## config.mk

```make
export PLATFORM = sky130hd
export DESIGN_NAME = csli_ctrl
export DESIGN_NICKNAME = d
export VERILOG_FILES = /design/src/rtl/core/csli_pkg.sv /design/src/rtl/core/csli_ctrl.sv
export SDC_FILE = /design/constraint.sdc
export NUM_CORES = 1
export LEC_CHECK = 0
export ABC_AREA = 1
export BUFFER_PORTS_ARGS = -buffer_cell sky130_fd_sc_hd__buf_2
export CORE_MARGIN = 2
export CORE_UTILIZATION = 43
export CTS_BUF_LIST = sky130_fd_sc_hd__clkbuf_8
export DETAILED_ROUTE_END_ITERATION = 10
export GPL_ROUTABILITY_DRIVEN = 0
export PLACE_DENSITY = 0.84
export SYNTH_ARGS = -nofsm -noshare
export SYNTH_HDL_FRONTEND = slang
export SYNTH_SLANG_ARGS = --single-unit
```

## constraint.sdc

```tcl
create_clock -name i_clk -period 1.35 [get_ports i_clk]
set_clock_uncertainty 0.05 [all_clocks]
set_input_delay 0 -clock i_clk [delete_from_list [all_inputs] [get_ports i_clk]]
set_output_delay 0 -clock i_clk [all_outputs]
set_load 0.01 [all_outputs]
```

## src/rtl/core/csli_pkg.sv

```systemverilog
// Shared types, codes and constants of the cached segment linear interpolator.
package csli_pkg;

    // Fixed widths of the item fields on the ports
    localparam int FIELD_TIME_BITS  = 48;
    localparam int FIELD_COORD_BITS = 32;
    localparam int FRAC_BITS        = 32;
    localparam int DIV_STEPS        = 32;
    localparam int DIV_CNT_BITS     = 5;

    // Operation codes
    localparam logic [1:0] OP_QUERY = 2'd0;
    localparam logic [1:0] OP_LOAD  = 2'd1;
    localparam logic [1:0] OP_CLEAR = 2'd2;
    localparam logic [1:0] OP_SPARE = 2'd3;

    // Status codes
    localparam logic [1:0] ST_OK      = 2'd0;
    localparam logic [1:0] ST_RANGE   = 2'd1;
    localparam logic [1:0] ST_REFUSED = 2'd2;

    typedef struct packed {
        logic [1:0]         operation;
        logic [47:0]        sample_time;
        logic signed [31:0] coord_in_0;
        logic signed [31:0] coord_in_1;
        logic signed [31:0] coord_in_2;
        logic signed [31:0] coord_in_3;
        logic signed [31:0] coord_in_4;
        logic signed [31:0] coord_in_5;
    } t_item;

    typedef struct packed {
        logic [1:0]         status;
        logic signed [31:0] coord_out_0;
        logic signed [31:0] coord_out_1;
        logic signed [31:0] coord_out_2;
        logic signed [31:0] coord_out_3;
        logic signed [31:0] coord_out_4;
        logic signed [31:0] coord_out_5;
    } t_result;

    typedef enum logic [3:0] {
        S_IDLE,
        S_DISPATCH,
        S_LOAD_CHK,
        S_WALK_A,
        S_WALK_B,
        S_WALK_C,
        S_HIT_RD,
        S_HIT_CAP,
        S_DIV,
        S_ROW_P,
        S_ROW_N,
        S_ROW_W,
        S_MUL,
        S_ACC,
        S_DONE
    } t_state;

    typedef enum logic [1:0] {
        TS_SEG,
        TS_NEXT,
        TS_LAST
    } t_time_sel;

    // Commands from the controller to the datapath
    typedef struct packed {
        logic       accept;
        logic       set_status;
        logic [1:0] status;
        logic       time_rd;
        t_time_sel  time_sel;
        logic       load_write;
        logic       count_clear;
        logic       seg_clear;
        logic       seg_inc;
        logic       seg_dec;
        logic       set_a;
        logic       a_next;
        logic       cap_tp;
        logic       div_init;
        logic       div_step;
        logic       row_rd;
        logic       row_next;
        logic       cap_p;
        logic       cap_n;
        logic       hit_out;
        logic       mul;
        logic       acc;
    } t_cmd;

    // Status flags from the datapath to the controller
    typedef struct packed {
        logic [1:0] op;
        logic       count_zero;
        logic       count_full;
        logic       seg_bad;
        logic       seg_zero;
        logic       has_next;
        logic       t_le_last;
        logic       t_lt_tp;
        logic       t_gt_tn;
        logic       t_eq_tp;
        logic       t_eq_tn;
        logic       div_last;
        logic       k_last;
    } t_stat;

endpackage

```

## src/rtl/core/csli_ctrl.sv

```systemverilog
// Controller state machine: sequences loads, clears, segment walk and interpolation.
module csli_ctrl
    import csli_pkg::*;
(
    input  logic  i_clk,
    input  logic  i_rst_n,
    input  logic  i_start,
    input  t_stat i_stat,
    output t_cmd  o_cmd,
    output logic  o_busy,
    output logic  o_done
);

    t_state r_state;
    t_state n_state;

    // Hold the state
    always_ff @(posedge i_clk) begin
        if (!i_rst_n) begin
            r_state <= S_IDLE;
        end else begin
            r_state <= n_state;
        end
    end

    // Pick the next state
    always_comb begin
        n_state = r_state;
        case (r_state)
            S_IDLE: begin
                if (i_start) n_state = S_DISPATCH;
            end
            S_DISPATCH: begin
                case (i_stat.op)
                    OP_LOAD: begin
                        if (i_stat.count_full || i_stat.count_zero) n_state = S_DONE;
                        else n_state = S_LOAD_CHK;
                    end
                    OP_QUERY: begin
                        if (i_stat.count_zero || i_stat.seg_bad) n_state = S_DONE;
                        else n_state = S_WALK_A;
                    end
                    default: n_state = S_DONE;
                endcase
            end
            S_LOAD_CHK: n_state = S_DONE;
            S_WALK_A:   n_state = S_WALK_B;
            S_WALK_B:   n_state = S_WALK_C;
            S_WALK_C: begin
                if (i_stat.has_next) begin
                    if (i_stat.t_lt_tp) begin
                        n_state = i_stat.seg_zero ? S_DONE : S_WALK_A;
                    end else if (i_stat.t_gt_tn) begin
                        n_state = S_WALK_A;
                    end else if (i_stat.t_eq_tp || i_stat.t_eq_tn) begin
                        n_state = S_HIT_RD;
                    end else begin
                        n_state = S_DIV;
                    end
                end else begin
                    if (i_stat.t_eq_tp) n_state = S_HIT_RD;
                    else if (!i_stat.t_lt_tp || i_stat.seg_zero) n_state = S_DONE;
                    else n_state = S_WALK_A;
                end
            end
            S_HIT_RD:  n_state = S_HIT_CAP;
            S_HIT_CAP: n_state = S_DONE;
            S_DIV: begin
                if (i_stat.div_last) n_state = S_ROW_P;
            end
            S_ROW_P: n_state = S_ROW_N;
            S_ROW_N: n_state = S_ROW_W;
            S_ROW_W: n_state = S_MUL;
            S_MUL:   n_state = S_ACC;
            S_ACC:   n_state = i_stat.k_last ? S_DONE : S_MUL;
            S_DONE:  n_state = S_IDLE;
            default: n_state = S_IDLE;
        endcase
    end

    // Drive the datapath commands
    always_comb begin
        o_cmd          = '0;
        o_cmd.time_sel = TS_SEG;
        o_cmd.status   = ST_OK;
        case (r_state)
            S_IDLE: o_cmd.accept = i_start;
            S_DISPATCH: begin
                case (i_stat.op)
                    OP_LOAD: begin
                        if (i_stat.count_full) begin
                            o_cmd.set_status = 1'b1;
                            o_cmd.status     = ST_REFUSED;
                        end else if (i_stat.count_zero) begin
                            o_cmd.load_write = 1'b1;
                        end else begin
                            o_cmd.time_rd  = 1'b1;
                            o_cmd.time_sel = TS_LAST;
                        end
                    end
                    OP_CLEAR: begin
                        o_cmd.count_clear = 1'b1;
                        o_cmd.seg_clear   = 1'b1;
                    end
                    OP_QUERY: begin
                        if (i_stat.count_zero || i_stat.seg_bad) begin
                            o_cmd.seg_clear  = 1'b1;
                            o_cmd.set_status = 1'b1;
                            o_cmd.status     = ST_RANGE;
                        end
                    end
                    default: ;
                endcase
            end
            S_LOAD_CHK: begin
                if (i_stat.t_le_last) begin
                    o_cmd.set_status = 1'b1;
                    o_cmd.status     = ST_REFUSED;
                end else begin
                    o_cmd.load_write = 1'b1;
                end
            end
            S_WALK_A: begin
                o_cmd.time_rd  = 1'b1;
                o_cmd.time_sel = TS_SEG;
            end
            S_WALK_B: begin
                o_cmd.cap_tp   = 1'b1;
                o_cmd.time_rd  = 1'b1;
                o_cmd.time_sel = TS_NEXT;
            end
            S_WALK_C: begin
                if (i_stat.has_next) begin
                    if (i_stat.t_lt_tp) begin
                        if (i_stat.seg_zero) begin
                            o_cmd.set_status = 1'b1;
                            o_cmd.status     = ST_RANGE;
                        end else begin
                            o_cmd.seg_dec = 1'b1;
                        end
                    end else if (i_stat.t_gt_tn) begin
                        o_cmd.seg_inc = 1'b1;
                    end else if (i_stat.t_eq_tp) begin
                        o_cmd.set_a = 1'b1;
                    end else if (i_stat.t_eq_tn) begin
                        o_cmd.set_a  = 1'b1;
                        o_cmd.a_next = 1'b1;
                    end else begin
                        o_cmd.set_a    = 1'b1;
                        o_cmd.div_init = 1'b1;
                    end
                end else begin
                    if (i_stat.t_eq_tp) begin
                        o_cmd.set_a = 1'b1;
                    end else if (!i_stat.t_lt_tp || i_stat.seg_zero) begin
                        o_cmd.set_status = 1'b1;
                        o_cmd.status     = ST_RANGE;
                    end else begin
                        o_cmd.seg_dec = 1'b1;
                    end
                end
            end
            S_HIT_RD:  o_cmd.row_rd = 1'b1;
            S_HIT_CAP: o_cmd.hit_out = 1'b1;
            S_DIV:     o_cmd.div_step = 1'b1;
            S_ROW_P:   o_cmd.row_rd = 1'b1;
            S_ROW_N: begin
                o_cmd.cap_p    = 1'b1;
                o_cmd.row_rd   = 1'b1;
                o_cmd.row_next = 1'b1;
            end
            S_ROW_W: o_cmd.cap_n = 1'b1;
            S_MUL:   o_cmd.mul = 1'b1;
            S_ACC:   o_cmd.acc = 1'b1;
            default: ;
        endcase
    end

    assign o_busy = (r_state != S_IDLE);
    assign o_done = (r_state == S_DONE);

endmodule

```

After elaboration in Yosys (flattened, before gate mapping)
Cells that the tools add are included.
{"block": "op_classes", "add_sub_neg": 0, "multipliers": 0, "n_div": 0, "magnitude_cmp": 0, "eq_ne": 18, "shift": 0, "n_mux": 65, "bitwise_logic": 0, "reduce_logical": 11}
{"operator": "4-bit two-way mux", "n": 14}
{"operator": "4-bit one-hot mux with 13 select lines", "n": 1}
{"operator": "1-bit two-way mux", "n": 29}
{"operator": "4-bit == test (second input constant)", "n": 7}
{"operator": "3-bit two-way mux", "n": 9}
{"operator": "3-bit one-hot mux with 3 select lines", "n": 2}
{"operator": "4-bit by 3-bit == test with 1-bit output (second input constant)", "n": 4}
{"operator": "2-bit two-way mux", "n": 6}
{"operator": "4-bit by 2-bit == test with 1-bit output (second input constant)", "n": 2}
{"operator": "4-bit one-hot mux with 2 select lines", "n": 1}
{"operator": "3-bit one-hot mux with 2 select lines", "n": 1}
{"operator": "4-bit by 1-bit == test with 1-bit output (second input constant)", "n": 1}
{"operator": "4-bit zero test", "n": 1}
{"operator": "1-bit logical OR", "n": 4}
{"operator": "2-bit != test (second input constant)", "n": 2}
{"operator": "1-bit one-hot mux with 2 select lines", "n": 2}
{"operator": "4-bit nonzero test", "n": 1}
{"operator": "3-bit OR reduction", "n": 1}
{"operator": "2-bit by 1-bit == test with 1-bit output (second input constant)", "n": 1}
{"operator": "2-bit == test (second input constant)", "n": 1}
{"operator": "2-bit zero test", "n": 1}
{"operator": "2-bit AND reduction", "n": 1}
{"operator": "2-bit OR reduction", "n": 1}
{"operator": "1-bit zero test", "n": 1}
{"block": "word_totals", "register_bits": 4, "latch_bits": 0, "ram_bits": 0, "mem_bits_ro": 0, "in_bits": 17, "mem_count": 0}

Longest topological paths before layout
{"block": "logic_depth", "ltp_word": 6, "ltp_mapped": 9, "mapped_depth_nobuf": 9}

Least setup slack after synthesis
No wires, ideal clock.
{"block": "synth_timing", "kind": "register -> register", "start": "register r_state[2]", "end": "register r_state[0]", "arrival_time_ns": 1.051, "t_required_ns": 1.187, "setup_slack_ns": 0.136, "stages_incl_launch_ff": 7, "period_less_slack_ns": 1.214, "cell_sequence": "dfxtp_1 > nor2_2 > nand2_1 > o22ai_1 > inv_1 > nand2_1 > nor2_1"}
{"block": "synth_via", "elab_chain_cells": 3}
{"element": "start: declaration", "line": "csli_ctrl.sv:14", "rtl": "t_state r_state;"}
{"element": "start signal: assignment", "line": "csli_ctrl.sv:22", "rtl": "r_state <= n_state;"}
{"element": "4-bit by 3-bit == test with 1-bit output (tied with other cells)", "line": "csli_ctrl.sv:29", "rtl": "case (r_state)"}
{"element": "2-bit OR reduction (no line) / 2-bit != test (equally long branches)"}
{"element": "4-bit one-hot mux with 13 select lines / 2-bit AND reduction (equally long branches)"}
Several ways; a longest one is shown, not always the timed one.
A chain may end at the register's enable or synchronous reset.

==> metrics.txt <==
status finished, violations left; violated checks negative setup slack; EDFF count, synth 0; core area 0.00145 mm2; final worst setup slack -23.8 ps; Starting Density 44.6%; Worst-Skew Late Latency 210 ps; total of max-cap violations 0; max-slew violations 0; Final nets 198; Hold Path Class in2reg; pwr dens 1680 mW/mm2; Syn Area/Cell 5.10 um2; CP Data Arrival Time 1320 ps; gr ovfl total 0; worst reg2reg path startpoint r_state[2]; crit-path max FO 8; combinational power share 68.4%; clock sinks 4; peak supply drop 858 uV; initial antenna violation count 0; Post-Syn Nets 144; Final min period 1370 ps; CP Cell Sequence inv_4 > nor2_4 > nand2_4 > nor2_1 > nand2_1 > nand2_2 > or2_1 > buf_2; slew margin rel. 81.0%; Critical path origin r_state[0]; synthesized area 648 um2; Pint 883 uW; Final setup viols 1; DRC Markers 0; Die X 42.8 um; via count 960; Detailed Route Iter0 Violations 23; Clock Path Buffers 2; Flop pwr share 18.0%; Regs by FF count r_state (4); CP Capture Type primary output; Critical Path Start Type flip-flop; Worst-Margin Slew 282 ps; Final Hold Vio Count 0; H-tree Lvls 1; Synth async-reset ratio 0%; commonest non-fill, non-tap cell in the layout buf_2; diode count 0; max FFs per register 4; Largest Register r_state; period utilisation layout 102%; TritonCTS Buffers 3; total power 1.74 mW; layout cells sized above 1 43.6%; CP max-delay cell dfxtp_4; dpl ws 39.2 ps; Crit Path Class reg2out; clk root buf clkbuf_8; reg2reg end r_state[3]; routed vias/inst 4.92; GRT Total Usage 20.3%; Synth Register Bits 4; drt wl/cell 10.4 um; reg2reg path depth 8; number of distinct library cells after synthesis 23; first-pass GRT wire length 3000 um; final WL 2030 um; Port-buffer cells 42; Routed Antenna Nets 0; row cnt 14; Clk pwr share 13.6%; Psw 856 uW; crit path to o_cmd[22]; placed cell areas 878 um2; top cells by area, synth nand2_1 (16%), inv_1 (14%), nor2_1 (14%); final core occ 71.3%; die height 42.8 um; largest stage delay on the critical path 380 ps; largest net degree at the start of global routing 9; biggest area consumer among synthesized cells nand2_1; CTS tree built; post-synthesis sequential area ratio 12.4%; vias in the first global route 800; die area 0.00183 mm2; Pre-antenna DRT Iters 4; CP required 1300 ps; Mapped Cells 127; post-detail-place hpwl 1580 um; sw frac 49.2%; unrepaired setup endpoints after global routing true; Min Hold Slack 94.5 ps; Ports 43; Area growth syn-to-layout 60.0%; Synth warnings 0; Leak 0.667 nW; worst reg-to-reg setup slack 100 ps; Fmax 0.728 GHz; Synth top area share 16.2%; Finished Cell Area 0.00104 mm2; Worst-path clk slew 30 ps; commonest non-fill, non-tap cells in the layout buf_2 (42), nand2_1 (25), inv_1 (24), nor2_1 (23); top_reg_cell synth dfxtp_1
routing by layer:
metal / track usage [%] / vias to the layer above / share of wire [%]
li1: - / 506 / -
met3: 1.70 / 4 / 5.8
met5: 0 / - / 0
met1: 22.4 / 412 / 42
met4: 5.63 / 0 / 1.0
met2: 40.0 / 38 / 51
cell families (layout without fill, tap and decap cells):
kind of cell           count (synthesis)  after routing  share of synthesized area, %
and+or+nand+nor                       78             78                          57.0
buffers and inverters                 30             82                          18.0
AOI/OAI and AO/OA                     15             15                          12.7
DFF                                    4              4                          12.4
synth_stat cells (2+ instances only):
cell type  instances
nand3_1            8
inv_1             25
nand2_2            3
nor2_1            25
a21oi_1            3
o21ai_1            2
o21ai_0            6
nand2_1           28
dfxtp_1            4
nor2_4             3
nand4_1            3
o22ai_1            2
or2_1              2
inv_2              4
critical path, delay by kind of cell, from the launching register on:
kind | cells | cell delay, ps
buffers and inverters | 2 | 160
DFF | 1 | 380
and+or+nand+nor | 6 | 560
power by group through the flow:
stage               Clock (mW)  Sequential [mW]  Combinational (mW)
detailed placement           0            0.251               0.982
floorplan                    0            0.241               0.679
CTS                      0.239            0.277                1.00
finish                   0.237            0.313                1.19
global placement             0            0.246               0.963
global route             0.243            0.323                1.31
cell type report:
class                   count  area (um2)
clock buffers               3        41.3
fillers                   125         417
inverters                  29         116
multi-input cells          93         492
flip-flops and latches      4        95.1
well taps                  16        20.0
repair buffers             50         273
per-stage QoR:
step           instances  setup TNS, ps
2_1_floorplan        127              0
3_3_place_gp         185              0
3_5_place_dp         185              0
4_1_cts              189          -60.6
5_1_grt              195           -238
6_report             195          -23.8
how the worst min path moves through the flow:
stage / end / slack, ps / startpoint / cells after the start
after floorplan: o_cmd[14] / 0.3 / i_stat[12] / 1
after global placement: r_state[3] / 150 / i_rst_n / 3
after detailed placement: r_state[3] / 160 / i_rst_n / 3
after CTS: r_state[0] / 100 / i_stat[1] / 5
after global routing: r_state[1] / 130 / i_stat[0] / 5
final: r_state[0] / 90 / i_stat[1] / 5
what timing repair did:
item | CTS | global route
hold buffers | 1 | 0
endpoints found under the setup margin | 11 | 7
hold endpoints to repair | 1 | 0
resized for setup | 9 | 14
pin swaps | 2 | 3
buffers inserted | 0 | 6
No activity file was read; power rests on OpenSTA's default activity.
